$ cat config.mk
export PLATFORM = sky130hd
export DESIGN_NAME = matrix_multiply_engine_unit_flat
export DESIGN_NICKNAME = d
export VERILOG_FILES = /design/src/rtl/mme_pkg.sv /design/src/rtl/mme_if.sv /design/src/rtl/mme_store.sv /design/src/rtl/matrix_multiply_engine_unit.sv /design/src/flat_wrapper.sv
export VERILOG_INCLUDE_DIRS = /design/src /design/src/rtl
export SDC_FILE = /design/constraint.sdc
export NUM_CORES = 2
export LEC_CHECK = 0
export BUFFER_PORTS_ARGS = -buffer_cell sky130_fd_sc_hd__buf_2
export CAP_MARGIN = 5
export CORE_MARGIN = 3
export CORE_UTILIZATION = 33
export CTS_BUF_LIST = sky130_fd_sc_hd__clkbuf_2
export DETAILED_ROUTE_END_ITERATION = 8
export PLACE_DENSITY_LB_ADDON = 0.1
export SLEW_MARGIN = 20
export SYNTH_ARGS = -nofsm -noshare
export SYNTH_HDL_FRONTEND = slang
export SYNTH_SLANG_ARGS = --single-unit
$ cat constraint.sdc
create_clock -name clk -period 16.7 [get_ports clk]
set_clock_uncertainty 0.2 [all_clocks]
set_input_delay 1.67 -clock clk [delete_from_list [all_inputs] [get_ports clk]]
set_output_delay 1.67 -clock clk [all_outputs]
set_load 0.02 [all_outputs]
$ cat src/rtl/matrix_multiply_engine_unit_macros.svh
// Assertion macros for the matrix multiply engine RTL.
`ifndef MATRIX_MULTIPLY_ENGINE_UNIT_MACROS_SVH
`define MATRIX_MULTIPLY_ENGINE_UNIT_MACROS_SVH

`ifndef SYNTH

// Same-cycle implication, disabled while reset is asserted.
`define MME_ASSERT_IMP(lbl, clk, rstn, ante, cons, msg) \
  lbl: assert property (@(posedge clk) disable iff (!(rstn)) (ante) |-> (cons)) \
    else $error(msg);

// Next-cycle implication, disabled while reset is asserted.
`define MME_ASSERT_NXT(lbl, clk, rstn, ante, cons, msg) \
  lbl: assert property (@(posedge clk) disable iff (!(rstn)) (ante) |=> (cons)) \
    else $error(msg);

`else

`define MME_ASSERT_IMP(lbl, clk, rstn, ante, cons, msg)
`define MME_ASSERT_NXT(lbl, clk, rstn, ante, cons, msg)

`endif

`endif

$ cat src/rtl/mme_pkg.sv
// Shared types, codes and widths of the matrix multiply engine.
package mme_pkg;

  // Fixed field widths of the channels.
  localparam int MODE_W      = 2;
  localparam int POS_W       = 3;
  localparam int VALUE_W     = 16;
  localparam int PRODUCT_W   = 35;
  localparam int CFG_IDX_W   = 2;
  localparam int CFG_DATA_W  = 4;

  // Parameter defaults.
  localparam int DEF_MAX_DIM    = 8;
  localparam int DEF_DATA_WIDTH = 16;

  // Reset value of every size register.
  localparam logic [CFG_DATA_W-1:0] DIM_RESET = 4'd8;

  // Item operation codes.
  localparam logic [MODE_W-1:0] MODE_WR_A = 2'd0;
  localparam logic [MODE_W-1:0] MODE_WR_B = 2'd1;
  localparam logic [MODE_W-1:0] MODE_COMP = 2'd2;

  // Configuration register indexes.
  localparam logic [CFG_IDX_W-1:0] CFG_A_ROWS = 2'd0;
  localparam logic [CFG_IDX_W-1:0] CFG_A_COLS = 2'd1;
  localparam logic [CFG_IDX_W-1:0] CFG_B_ROWS = 2'd2;
  localparam logic [CFG_IDX_W-1:0] CFG_B_COLS = 2'd3;

  // Sequencer states.
  typedef enum logic [1:0] {
    MME_IDLE,
    MME_MAC,
    MME_WAIT
  } mme_state_t;

endpackage

$ cat src/rtl/mme_if.sv
// Channel interfaces of the matrix multiply engine: input, result and configuration.

// Input channel: element writes and compute requests.
interface mme_in_if import mme_pkg::*; ();
  logic                      valid;
  logic                      ready;
  logic [MODE_W-1:0]         mode;
  logic [POS_W-1:0]          row;
  logic [POS_W-1:0]          col;
  logic signed [VALUE_W-1:0] value;

  modport source (output valid, output mode, output row, output col, output value,
                  input ready);
  modport sink (input valid, input mode, input row, input col, input value,
                output ready);
endinterface

// Result channel: one product element per transfer.
interface mme_out_if import mme_pkg::*; ();
  logic                        valid;
  logic                        ready;
  logic [POS_W-1:0]            out_row;
  logic [POS_W-1:0]            out_col;
  logic signed [PRODUCT_W-1:0] product;
  logic                        mismatch;
  logic                        last;

  modport source (output valid, output out_row, output out_col, output product,
                  output mismatch, output last, input ready);
  modport sink (input valid, input out_row, input out_col, input product,
                input mismatch, input last, output ready);
endinterface

// Configuration write channel.
interface mme_cfg_if import mme_pkg::*; ();
  logic                  valid;
  logic                  ready;
  logic [CFG_IDX_W-1:0]  index;
  logic [CFG_DATA_W-1:0] data;

  modport source (output valid, output index, output data, input ready);
  modport sink (input valid, input index, input data, output ready);
endinterface

$ cat src/rtl/mme_store.sv
// Element store: one write port, one registered read port, entries read as zero until written.
module mme_store #(
  parameter int DEPTH      = 64,
  parameter int DATA_WIDTH = 16
) (
  input  logic                         clk,
  input  logic                         rst_n,
  input  logic                         wr_en,
  input  logic [$clog2(DEPTH)-1:0]     wr_addr,
  input  logic [DATA_WIDTH-1:0]        wr_data,
  input  logic                         rd_en,
  input  logic [$clog2(DEPTH)-1:0]     rd_addr,
  output logic [DATA_WIDTH-1:0]        rd_data
);

  logic [DATA_WIDTH-1:0] mem [DEPTH];
  logic [DEPTH-1:0]      vld_r;
  logic [DATA_WIDTH-1:0] rd_data_r;
  logic                  rd_vld_r;

  // Written flags, cleared at reset so the store reads as all zero.
  always_ff @(posedge clk) begin
    if (!rst_n) begin
      vld_r    <= '0;
      rd_vld_r <= 1'b0;
    end else begin
      if (wr_en) begin
        vld_r[wr_addr] <= 1'b1;
      end
      if (rd_en) begin
        rd_vld_r <= vld_r[rd_addr];
      end
    end
  end

  // Memory array with a registered read.
  always_ff @(posedge clk) begin
    if (wr_en) begin
      mem[wr_addr] <= wr_data;
    end
    if (rd_en) begin
      rd_data_r <= mem[rd_addr];
    end
  end

  assign rd_data = rd_vld_r ? rd_data_r : '0;

endmodule

$ cat src/rtl/matrix_multiply_engine_unit.sv
// Top level of the matrix multiply engine: sequencer, shared multiply-accumulate and output.
//
//  channel  | direction | handshake    | payload
//  ---------+-----------+--------------+-------------------------------------------
//  in_ch    | in        | valid/ready  | mode, row, col, value
//  out_ch   | out       | valid/ready  | out_row, out_col, product, mismatch, last
//  cfg_ch   | in        | valid/ready  | index, data (ready is always high)
//
// Element writes can follow each other every cycle while no compute run is in progress.
// A compute item walks the result elements one at a time through one shared multiplier;
// each element waits for the output to be taken before the next one starts.
// A size mismatch gives its result in the cycle after the compute item is accepted.
// The input is not ready while a compute run is in progress.
// Reset is synchronous; the stores read as zero right after reset with no clearing pass.
module matrix_multiply_engine_unit
  import mme_pkg::*;
#(
  parameter int MAX_DIM    = DEF_MAX_DIM,
  parameter int DATA_WIDTH = DEF_DATA_WIDTH
) (
  input  logic     clk,
  input  logic     rst_n,
  mme_in_if.sink   in_ch,
  mme_out_if.source out_ch,
  mme_cfg_if.sink  cfg_ch
);

  `include "matrix_multiply_engine_unit_macros.svh"

  localparam int DEPTH  = MAX_DIM * MAX_DIM;
  localparam int ADDR_W = $clog2(DEPTH);
  localparam int IDX_W  = $clog2(MAX_DIM);
  localparam int DIM_W  = $clog2(MAX_DIM + 1);
  localparam int PROD_W = 2 * DATA_WIDTH;
  localparam logic [ADDR_W-1:0]     DIM_ADDR = ADDR_W'(MAX_DIM);
  localparam logic [CFG_DATA_W-1:0] DIM_CFG  = CFG_DATA_W'(MAX_DIM);
  localparam logic [POS_W:0]        DIM_POS  = (POS_W + 1)'(MAX_DIM);

  // Map a size register onto 1..MAX_DIM.
  function automatic logic [DIM_W-1:0] dim_adj(input logic [CFG_DATA_W-1:0] v);
    logic [DIM_W-1:0] res;
    if (v == '0) begin
      res = DIM_W'(1);
    end else if (v > DIM_CFG) begin
      res = DIM_W'(MAX_DIM);
    end else begin
      res = DIM_W'(v);
    end
    return res;
  endfunction

  // Size registers.
  logic [CFG_DATA_W-1:0] a_rows_r, a_cols_r, b_rows_r, b_cols_r;
  logic [DIM_W-1:0]      ar_dim, ac_dim, br_dim, bc_dim;

  // Sequencer.
  mme_state_t       state_r, state_nxt;
  logic [IDX_W-1:0] r_r, r_nxt, c_r, c_nxt, k_r, k_nxt;
  logic             in_ready, in_acc, is_comp, dim_bad;
  logic             issue, load_mism, out_take;
  logic             k_last, r_last, c_last;

  // Stores.
  logic                  wr_pos_ok;
  logic [ADDR_W-1:0]     wr_addr, rd_addr_a, rd_addr_b;
  logic [DATA_WIDTH-1:0] wr_data, a_data, b_data;

  // Multiply-accumulate pipeline.
  logic                        s1_vld_r, s1_first_r, s1_last_r;
  logic                        s2_vld_r, s2_first_r, s2_last_r;
  logic signed [PROD_W-1:0]    prod_r;
  logic signed [PRODUCT_W-1:0] prod_ext, sum, acc_r;

  // Output register.
  logic                        out_vld_r, out_mism_r, out_last_r;
  logic [POS_W-1:0]            out_row_r, out_col_r;
  logic signed [PRODUCT_W-1:0] out_prod_r;

  // Configuration writes are always taken.
  assign cfg_ch.ready = 1'b1;

  always_ff @(posedge clk) begin
    if (!rst_n) begin
      a_rows_r <= DIM_RESET;
      a_cols_r <= DIM_RESET;
      b_rows_r <= DIM_RESET;
      b_cols_r <= DIM_RESET;
    end else if (cfg_ch.valid) begin
      case (cfg_ch.index)
        CFG_A_ROWS: a_rows_r <= cfg_ch.data;
        CFG_A_COLS: a_cols_r <= cfg_ch.data;
        CFG_B_ROWS: b_rows_r <= cfg_ch.data;
        CFG_B_COLS: b_cols_r <= cfg_ch.data;
        default: ;
      endcase
    end
  end

  assign ar_dim  = dim_adj(a_rows_r);
  assign ac_dim  = dim_adj(a_cols_r);
  assign br_dim  = dim_adj(b_rows_r);
  assign bc_dim  = dim_adj(b_cols_r);
  assign dim_bad = (ac_dim != br_dim);

  // Input decode.
  assign in_ready    = (state_r == MME_IDLE);
  assign in_ch.ready = in_ready;
  assign in_acc      = in_ch.valid && in_ready;
  assign is_comp     = (in_ch.mode == MODE_COMP);
  assign wr_pos_ok   = ({1'b0, in_ch.row} < DIM_POS) && ({1'b0, in_ch.col} < DIM_POS);
  assign wr_addr     = ADDR_W'(in_ch.row[IDX_W-1:0]) * DIM_ADDR
                     + ADDR_W'(in_ch.col[IDX_W-1:0]);
  assign wr_data     = DATA_WIDTH'(in_ch.value);

  // Walk positions.
  assign k_last   = (DIM_W'(k_r) == ac_dim - DIM_W'(1));
  assign r_last   = (DIM_W'(r_r) == ar_dim - DIM_W'(1));
  assign c_last   = (DIM_W'(c_r) == bc_dim - DIM_W'(1));
  assign out_take = out_vld_r && out_ch.ready;

  // Sequencer state register and counters.
  always_ff @(posedge clk) begin
    if (!rst_n) begin
      state_r <= MME_IDLE;
      r_r     <= '0;
      c_r     <= '0;
      k_r     <= '0;
    end else begin
      state_r <= state_nxt;
      r_r     <= r_nxt;
      c_r     <= c_nxt;
      k_r     <= k_nxt;
    end
  end

  // Next state: issue one inner-index read per cycle, then wait for the element to leave.
  always_comb begin
    state_nxt = state_r;
    r_nxt     = r_r;
    c_nxt     = c_r;
    k_nxt     = k_r;
    issue     = 1'b0;
    load_mism = 1'b0;
    case (state_r)
      MME_IDLE: begin
        if (in_acc && is_comp) begin
          if (dim_bad) begin
            load_mism = 1'b1;
          end
          r_nxt     = '0;
          c_nxt     = '0;
          k_nxt     = '0;
          state_nxt = dim_bad ? MME_WAIT : MME_MAC;
        end
      end
      MME_MAC: begin
        issue = 1'b1;
        if (k_last) begin
          k_nxt     = '0;
          state_nxt = MME_WAIT;
        end else begin
          k_nxt = k_r + IDX_W'(1);
        end
      end
      MME_WAIT: begin
        if (out_take) begin
          if (out_last_r) begin
            state_nxt = MME_IDLE;
          end else begin
            state_nxt = MME_MAC;
            if (c_last) begin
              c_nxt = '0;
              r_nxt = r_r + IDX_W'(1);
            end else begin
              c_nxt = c_r + IDX_W'(1);
            end
          end
        end
      end
      default: state_nxt = MME_IDLE;
    endcase
  end

  // Read addresses: A[r][k] and B[k][c].
  assign rd_addr_a = ADDR_W'(r_r) * DIM_ADDR + ADDR_W'(k_r);
  assign rd_addr_b = ADDR_W'(k_r) * DIM_ADDR + ADDR_W'(c_r);

  mme_store #(
    .DEPTH      (DEPTH),
    .DATA_WIDTH (DATA_WIDTH)
  ) u_store_a (
    .clk     (clk),
    .rst_n   (rst_n),
    .wr_en   (in_acc && wr_pos_ok && (in_ch.mode == MODE_WR_A)),
    .wr_addr (wr_addr),
    .wr_data (wr_data),
    .rd_en   (issue),
    .rd_addr (rd_addr_a),
    .rd_data (a_data)
  );

  mme_store #(
    .DEPTH      (DEPTH),
    .DATA_WIDTH (DATA_WIDTH)
  ) u_store_b (
    .clk     (clk),
    .rst_n   (rst_n),
    .wr_en   (in_acc && wr_pos_ok && (in_ch.mode == MODE_WR_B)),
    .wr_addr (wr_addr),
    .wr_data (wr_data),
    .rd_en   (issue),
    .rd_addr (rd_addr_b),
    .rd_data (b_data)
  );

  // Pipeline control flags follow the read data.
  always_ff @(posedge clk) begin
    if (!rst_n) begin
      s1_vld_r <= 1'b0;
      s2_vld_r <= 1'b0;
    end else begin
      s1_vld_r <= issue;
      s2_vld_r <= s1_vld_r;
    end
  end

  // Shared multiplier, registered before the accumulate.
  always_ff @(posedge clk) begin
    s1_first_r <= (k_r == '0);
    s1_last_r  <= k_last;
    s2_first_r <= s1_first_r;
    s2_last_r  <= s1_last_r;
    if (s1_vld_r) begin
      prod_r <= $signed(a_data) * $signed(b_data);
    end
  end

  // Accumulate at full width; the first term restarts the sum.
  assign prod_ext = PRODUCT_W'(prod_r);
  assign sum      = s2_first_r ? prod_ext : acc_r + prod_ext;

  always_ff @(posedge clk) begin
    if (s2_vld_r) begin
      acc_r <= sum;
    end
  end

  // Output register: filled by the last accumulate or by a size mismatch.
  always_ff @(posedge clk) begin
    if (!rst_n) begin
      out_vld_r <= 1'b0;
    end else if (load_mism || (s2_vld_r && s2_last_r)) begin
      out_vld_r <= 1'b1;
    end else if (out_take) begin
      out_vld_r <= 1'b0;
    end
  end

  always_ff @(posedge clk) begin
    if (load_mism) begin
      out_row_r  <= '0;
      out_col_r  <= '0;
      out_prod_r <= '0;
      out_mism_r <= 1'b1;
      out_last_r <= 1'b1;
    end else if (s2_vld_r && s2_last_r) begin
      out_row_r  <= POS_W'(r_r);
      out_col_r  <= POS_W'(c_r);
      out_prod_r <= sum;
      out_mism_r <= 1'b0;
      out_last_r <= r_last && c_last;
    end
  end

  assign out_ch.valid    = out_vld_r;
  assign out_ch.out_row  = out_row_r;
  assign out_ch.out_col  = out_col_r;
  assign out_ch.product  = out_prod_r;
  assign out_ch.mismatch = out_mism_r;
  assign out_ch.last     = out_last_r;

  // Checks on the sequencer and the pipeline.
  `MME_ASSERT_IMP(a_idle_empty, clk, rst_n, in_ready, !out_vld_r && !s1_vld_r && !s2_vld_r, "input ready while work is still in flight")
  `MME_ASSERT_IMP(a_mism_form, clk, rst_n, out_vld_r && out_mism_r, out_last_r && (out_prod_r == '0), "mismatch result is not a lone zero result")
  `MME_ASSERT_NXT(a_mism_load, clk, rst_n, in_acc && is_comp && dim_bad, out_vld_r && out_mism_r, "size mismatch did not give its result")
  `MME_ASSERT_NXT(a_elem_done, clk, rst_n, s2_vld_r && s2_last_r, out_vld_r && !out_mism_r && (state_r == MME_WAIT), "finished element did not reach the output")

endmodule

$ cat src/flat_wrapper.sv
// flat-port wrapper written by rule: the top's interface ports become plain ports
module matrix_multiply_engine_unit_flat import mme_pkg::*;
#(
  parameter int MAX_DIM    = DEF_MAX_DIM,
  parameter int DATA_WIDTH = DEF_DATA_WIDTH
)
  (clk, rst_n, in_ch_valid, in_ch_mode, in_ch_row, in_ch_col, in_ch_value, in_ch_ready, out_ch_valid, out_ch_out_row, out_ch_out_col, out_ch_product, out_ch_mismatch, out_ch_last, out_ch_ready, cfg_ch_valid, cfg_ch_index, cfg_ch_data, cfg_ch_ready);
  mme_in_if in_ch_i ();
  mme_out_if out_ch_i ();
  mme_cfg_if cfg_ch_i ();
  input  logic clk;
  input  logic rst_n;
  input wire logic [$bits(in_ch_i.valid)-1:0] in_ch_valid;
  input wire logic [$bits(in_ch_i.mode)-1:0] in_ch_mode;
  input wire logic [$bits(in_ch_i.row)-1:0] in_ch_row;
  input wire logic [$bits(in_ch_i.col)-1:0] in_ch_col;
  input wire logic [$bits(in_ch_i.value)-1:0] in_ch_value;
  output wire logic [$bits(in_ch_i.ready)-1:0] in_ch_ready;
  output wire logic [$bits(out_ch_i.valid)-1:0] out_ch_valid;
  output wire logic [$bits(out_ch_i.out_row)-1:0] out_ch_out_row;
  output wire logic [$bits(out_ch_i.out_col)-1:0] out_ch_out_col;
  output wire logic [$bits(out_ch_i.product)-1:0] out_ch_product;
  output wire logic [$bits(out_ch_i.mismatch)-1:0] out_ch_mismatch;
  output wire logic [$bits(out_ch_i.last)-1:0] out_ch_last;
  input wire logic [$bits(out_ch_i.ready)-1:0] out_ch_ready;
  input wire logic [$bits(cfg_ch_i.valid)-1:0] cfg_ch_valid;
  input wire logic [$bits(cfg_ch_i.index)-1:0] cfg_ch_index;
  input wire logic [$bits(cfg_ch_i.data)-1:0] cfg_ch_data;
  output wire logic [$bits(cfg_ch_i.ready)-1:0] cfg_ch_ready;
  assign in_ch_i.valid = in_ch_valid;
  assign in_ch_i.mode = in_ch_mode;
  assign in_ch_i.row = in_ch_row;
  assign in_ch_i.col = in_ch_col;
  assign in_ch_i.value = in_ch_value;
  assign in_ch_ready = in_ch_i.ready;
  assign out_ch_valid = out_ch_i.valid;
  assign out_ch_out_row = out_ch_i.out_row;
  assign out_ch_out_col = out_ch_i.out_col;
  assign out_ch_product = out_ch_i.product;
  assign out_ch_mismatch = out_ch_i.mismatch;
  assign out_ch_last = out_ch_i.last;
  assign out_ch_i.ready = out_ch_ready;
  assign cfg_ch_i.valid = cfg_ch_valid;
  assign cfg_ch_i.index = cfg_ch_index;
  assign cfg_ch_i.data = cfg_ch_data;
  assign cfg_ch_ready = cfg_ch_i.ready;
  matrix_multiply_engine_unit #(.MAX_DIM(MAX_DIM), .DATA_WIDTH(DATA_WIDTH)) u_core (.clk(clk), .rst_n(rst_n), .in_ch(in_ch_i), .out_ch(out_ch_i), .cfg_ch(cfg_ch_i));
endmodule
After elaboration in Yosys (flattened, before gate mapping):

Memories as Yosys holds them, arrays and structs flattened. A register that Yosys moved wholly into a read port is not among the register bits.
Index checks and enable logic that the tools add are counted.

* register bits after elaboration: 274
* bits in writable memories: 2048
* bits of input ports: 35
* output and inout bits: 46
* memories kept: 2

Memory list
* u_core.u_store_a.mem: words 64, bits a word 16, read ports 1, clocked after memory_dff 1, wr ports 1, RTL line mme_store.sv:16 `logic [DATA_WIDTH-1:0] mem [DEPTH];`
* u_core.u_store_b.mem: words 64, bits a word 16, read ports 1, clocked after memory_dff 1, wr ports 1, RTL line mme_store.sv:16

* add/sub/neg operators: 10
* $mul: 1
* order comparisons: 8
* equal/unequal tests: 16
* multiplexer cells: 44
* bitwise operators: 2
* reduce and logical (&&, ||, !) cells: 28

Operators with widths (count)
* $or A64 B64 Y64: 2
* $add A35 B32 Y35: 1
* $mux W35: 1
* $mul A16 B16 Y32: 1
* $mux W16: 2
* $mux W4: 8
* $mux W3: 8
* $lt A6 B7 Y1 const B: 3
* $add A6 B3 Y6: 3
* $pmux W3 S2: 3
* $gt A4 B4 Y1 const B: 4
* $logic_not A4 Y1: 4
* $mux W1: 14
* $bmux W1 S6: 2
* $eq A3 B4 Y1: 3
* $sub A4 B1 Y4 const B: 3
* $reduce_and A2 Y1: 5
* $add A3 B1 Y3 const B: 3
* $eq A2 B2 Y1 const B: 4
* $logic_and A1 B1 Y1: 8
* $mux W2: 4
* $demux W1 S6: 1
* $eq A2 B1 Y1 const B: 3
* $ge A6 B1 Y1 const B: 1
* 11 further kinds: 18

Longest topological paths before layout:

* depth in word-level cells: 9
* depth in mapped cells: 25
* mapped depth without buffers: 23

By module:

From an unflattened synthesis, not the netlist that was laid out.

* cell total of the unflattened synthesis: 5449
* area, all modules: 101559.9 um2

Modules (own cells, without submodules)
* mme_store (u_core.u_store_b): times used 1, cells each 1792, area each 42154.2 um2
* mme_store (u_core.u_store_a): times used 1, cells each 1784, area each 42152.9 um2
* matrix_multiply_engine_unit: times used 1, cells each 1873, area each 17252.8 um2

Least setup slack after synthesis:

Ideal clock, no wire load.

* path kind: reg-to-reg
* start: register u_core.u_store_b.rd_vld_r
* end: register u_core.prod_r[29], data pin
* arrival: 6111 ps
* path slack: 10129 ps
* cell stages (with the launch flop): 23
* path buffers: 3
* cells stage by stage: dfxtp_1 > clkbuf_1 > clkbuf_1 > clkbuf_1 > nand3_1 > fa_1 > inv_1 > fa_1 > fa_1 > fa_1 > fa_1 > inv_1 > fa_1 > inv_1 > ha_1 > and4_1 > a221oi_1 > nand2_1 > a21oi_1 > nor2_1 > a21o_1 > a41oi_1 > xnor2_1

* cells in the longest elaborated chain, start to end: 2

RTL lines
* from (decl): RTL line mme_store.sv:19 `logic rd_vld_r;`
* from (signal assigned): RTL line mme_store.sv:31 `rd_vld_r <= vld_r[rd_addr];`
* $mux W16: RTL line mme_store.sv:46 `assign rd_data = rd_vld_r ? rd_data_r : '0;`
* $mul A16 B16 Y32: RTL line matrix_multiply_engine_unit.sv:234 `prod_r <= $signed(a_data) * $signed(b_data);`
* to (signal assigned): RTL line matrix_multiply_engine_unit.sv:234
* to (decl): RTL line matrix_multiply_engine_unit.sv:71 `logic signed [PROD_W-1:0] prod_r;`

Every way passes these cells.
A chain may end at the register's enable or synchronous reset.

Final worst setup path:

* start: register u_core.u_store_a.rd_vld_r
* end: register u_core.prod_r[29], data pin

* cells in the longest elaborated chain, start to end: 2

RTL lines (RTL line)
* from (decl): mme_store.sv:19
* from (signal assigned): mme_store.sv:31
* $mux W16: mme_store.sv:46
* $mul A16 B16 Y32: matrix_multiply_engine_unit.sv:234

Every way passes these cells.

==> results.py <==
metrics = {
    "layout": {
        "fill_cells": 28600,
        "layout-drive-gt1-share": 0.332,
        "area_growth_pct": 12.2,
        "final_util": 0.373,
        "fin_nets": 6404,
    },
    "pwr": {
        "clkPwrFrac": 0.371,
        "combPwrFrac": 0.047,
        "p_seq_frac": 0.582,
        "p_sw_frac": 0.251,
        "p_sw_mw": 2.80,
        "internal_power_mw": 8.35,
        "power.leakage_nw": 38.0,
        "ir_drop_mv": 0.0592,
        "power.density_nw_per_um2": 98.4,
    },
    "floorplanning": {
        "die_w_um": 559,
        "dieArea_um2": 313000,
        "core.rowCount": 202,
        "die_h_um": 559,
        "num_io_pins": 81,
        "start_util": 0.332,
        "core_um2": 304000,
    },
    "placed_design": {
        "place_congestion": 0.830,
        "hpwl_mm": 173,
        "port-buffer-count": 79,
    },
    "clock_tree": {
        "clock_path_buffers": 4,
        "clk_pin_slew_ns": 0.10,
        "numClockSinks": 2354,
        "worstSkewPairLatency_ns": 2.00,
        "cts-root-buf": "clkbuf_2",
        "cts_setup_buffers": 0,
        "htree_levels": 6,
        "cts-buffers-inserted": 639,
        "cts_tree": "built",
    },
    "timing": {
        "setup_viol": 0,
        "tightestPinTransition_ns": 1.16,
        "max_freq_ghz": 0.133,
        "slew_headroom": 0.228,
        "layout_min_cycle_time_ns": 7.55,
        "finalSetupTns_ns": 0,
        "period_share": 0.452,
        "rsz0062_at_grt": "false",
        "hold_viol": 0,
        "final_max_slew_viol_count": 0,
    },
    "route": {
        "first_pass_iters": 5,
        "drc": 0,
        "vias": 52600,
        "via_per_inst": 4.99,
        "postRouteAntennaNets": 0,
        "drt_iter0_markers": 3905,
        "wl_per_cell_um": 26.9,
        "wirelength_mm": 283,
    },
    "worst_setup_path": {
        "worstSetupPathType": "flip-flop to flip-flop",
        "r2r_start": "u_core.u_store_a.rd_vld_r",
        "worstSetupEndpointType": "flip-flop",
        "crit_arrival_ns": 8.91,
        "reg2regPathDepth": 21,
        "cp-start-kind": "flip-flop",
        "crit_fanout": 21,
        "crit_required_ns": 18.06,
        "startpoint": "u_core.u_store_a.rd_vld_r",
    },
    "grt": {
        "grt_pass1_vias": 55500,
        "grt.total_usage": 0.179,
        "antenna_found_initial": 29,
        "grt_overflow_total": 0,
        "grt_pass1_wl_mm": 407,
        "grt_max_degree": 117,
    },
    "run": {
        "maxCapViolations": 0,
    },
    "logic_synthesis": {
        "synth_edf_count": 2147,
        "synthFlopType": "edfxtp_1",
        "yosysWarningCount": 0,
        "async_flop_share": 0,
        "syn_area_um2": 101000,
        "synth_area_per_cell_um2": 19.0,
        "synth_cell_type_count": 74,
        "yosysSeqAreaShare": 0.680,
        "ys_ff_latch": 2354,
        "synth_nets": 5744,
        "syn-instance-count": 5323,
    },
    "hold_path": {
        "hp-class": "flip-flop to flip-flop",
        "holdCritStartpoint": "u_core.s1_last_r",
        "min_path_cells": 0,
    },
    "outcome": {
        "outcome": "complete, no violations",
    },
}
[critical path, stage by stage (launching register included)]
cell	delay, ns
dfxtp_1	0.61
buf_4	0.30
and2_1	0.43
nand2_1	0.17
inv_1	0.15
fa_1	0.54
fa_1	0.82
fa_1	0.52
fa_1	0.51
fa_1	0.49
inv_1	0.05
fa_1	0.48
inv_1	0.04
ha_1	0.32
and4_1	0.19
a221oi_1	0.36
nand2_1	0.08
a21oi_1	0.19
nor2_1	0.10
a21o_1	0.20
a41oi_1	0.23
xnor2_1	0.08
[logic make-up (layout without fill, tap and decap cells)]
kind of cell / Yosys count / in the layout / share of synthesized area
AND/OR/NAND/NOR: 781 / 781 / 0.0328
buffers and inverters: 582 / 1715 / 0.0245
adder cells (fa/ha/maj): 386 / 386 / 0.0674
AO/OA/AOI/OAI: 394 / 394 / 0.0264
XOR/XNOR: 86 / 86 / 0.00746
flip-flops: 2354 / 2354 / 0.680
other: 1 / 6 / 0.0000371
multiplexers: 739 / 739 / 0.162
[state kept, by name, summed over array words and instances, names as in the netlist, 3 cells and up]
name	cells
u_core.u_store_a.mem	1024
u_core.u_store_b.mem	1024
u_core.u_store_a.vld_r	64
u_core.u_store_b.vld_r	64
u_core.acc_r	35
u_core.out_ch.product	35
u_core.prod_r	32
u_core.u_store_a.rd_data_r	16
u_core.u_store_b.rd_data_r	16
u_core.a_cols_r	4
u_core.a_rows_r	4
u_core.b_cols_r	4
u_core.b_rows_r	4
u_core.c_r	3
u_core.k_r	3
u_core.out_ch.out_col	3
u_core.out_ch.out_row	3
u_core.r_r	3
[cells in the mapped netlist (22+ instances only)]
cell	count	area [µm²]
edfxtp_1	2147	64500
mux4_2	714	16100
nor2_1	349	1310
inv_1	323	1210
nand2_1	273	1020
fa_1	263	5270
dfxtp_1	207	4140
clkbuf_1	156	586
o21a_1	142	1070
ha_1	123	1540
a21oi_1	77	385
o21ai_0	62	310
xnor2_1	55	482
buf_2	48	240
and2_1	31	194
xor2_1	31	272
buf_6	30	338
nand3_1	27	135
nor2b_1	26	163
a21o_1	24	180
mux2i_1	22	220
[final timing paths]
check / to / slack [ns]
max: u_core.prod_r[29] / 9.15
min: u_core.s2_last_r / 0.14
min reg2reg: u_core.s2_last_r / 0.14
max reg2reg: u_core.prod_r[29] / 9.15
[cell type report]
type / instances / area [µm²] / share of cell area
Inverter: 326 / 1230 / 0.0108
Timing Repair Buffer: 275 / 2080 / 0.0184
Tap cell: 4080 / 5100 / 0.0451
Multi-Input combinational cell: 2387 / 30400 / 0.268
Sequential cell: 2354 / 68600 / 0.606
Clock buffer: 969 / 4850 / 0.0428
Clock inverter: 145 / 978 / 0.00864
Antenna cell: 5 / 12.5 / 0.000110
[cell usage in the layout (no fill, tap or decap), types with 12 or more instances in the layout]
cell type | netlist | routed
edfxtp_1 | 2147 | 2147
clkbuf_2 | 1 | 969
mux4_2 | 714 | 714
inv_1 | 323 | 323
nand2_1 | 273 | 273
fa_1 | 263 | 263
nor2_1 | 349 | 228
dfxtp_1 | 207 | 196
buf_4 | 1 | 172
o21a_1 | 142 | 142
ha_1 | 123 | 123
nor2_2 | 0 | 92
clkinv_1 | 2 | 83
a21oi_1 | 77 | 77
o21ai_0 | 62 | 62
buf_2 | 48 | 62
xnor2_1 | 55 | 55
xor2_1 | 31 | 31
dlygate4sd3_1 | 0 | 31
and2_1 | 31 | 30
nor2_4 | 0 | 29
nand3_1 | 27 | 27
nor2b_1 | 26 | 26
a21o_1 | 24 | 24
mux2i_1 | 22 | 22
nor3_1 | 18 | 17
o21bai_1 | 15 | 15
nand2b_1 | 12 | 12
clkinv_2 | 0 | 12
[timing repair]
item                      4_1_cts  5_1_grt
hold buffers                   31        0
gates resized for setup         0        0
hold endpoints to repair      708        0
[metrics by stage]
stage | cell area [µm²] | hold slack [ns] | power (mW) | setup WS [ns] | cells
finish | 113000 | 0.138 | 11.1 | 9.15 | 10500
global route | 113000 | 0.148 | 11.7 | 8.64 | 10500
CTS | 113000 | 0.00979 | 11.4 | 9.10 | 10500
detailed placement | 107000 | 0.114 | 7.16 | 9.33 | 9389
global placement | 107000 | 0.115 | 7.15 | 9.27 | 9388
floorplan | 101000 | 0.110 | 6.91 | 10.13 | 5323
[power by group through the flow]
stage / Clock [mW] / Sequential [mW] / Combinational [mW]
2_1_floorplan: 0 / 6.65 / 0.259
3_5_place_dp: 0 / 6.62 / 0.535
5_1_grt: 4.66 / 6.49 / 0.569
6_report: 4.14 / 6.49 / 0.527
3_3_place_gp: 0 / 6.62 / 0.530
4_1_cts: 4.34 / 6.49 / 0.542
[layer usage]
metal	vias up	part of all wire	routed length [µm]	track usage
met4	10	0.020	5770	0.0478
met1	28100	0.46	129000	0.254
met5	-	0.00028	78	0
met2	1487	0.48	135000	0.287
li1	22500	-	-	-
met3	402	0.048	13700	0.0307
Power figures use the tool's default switching activity.
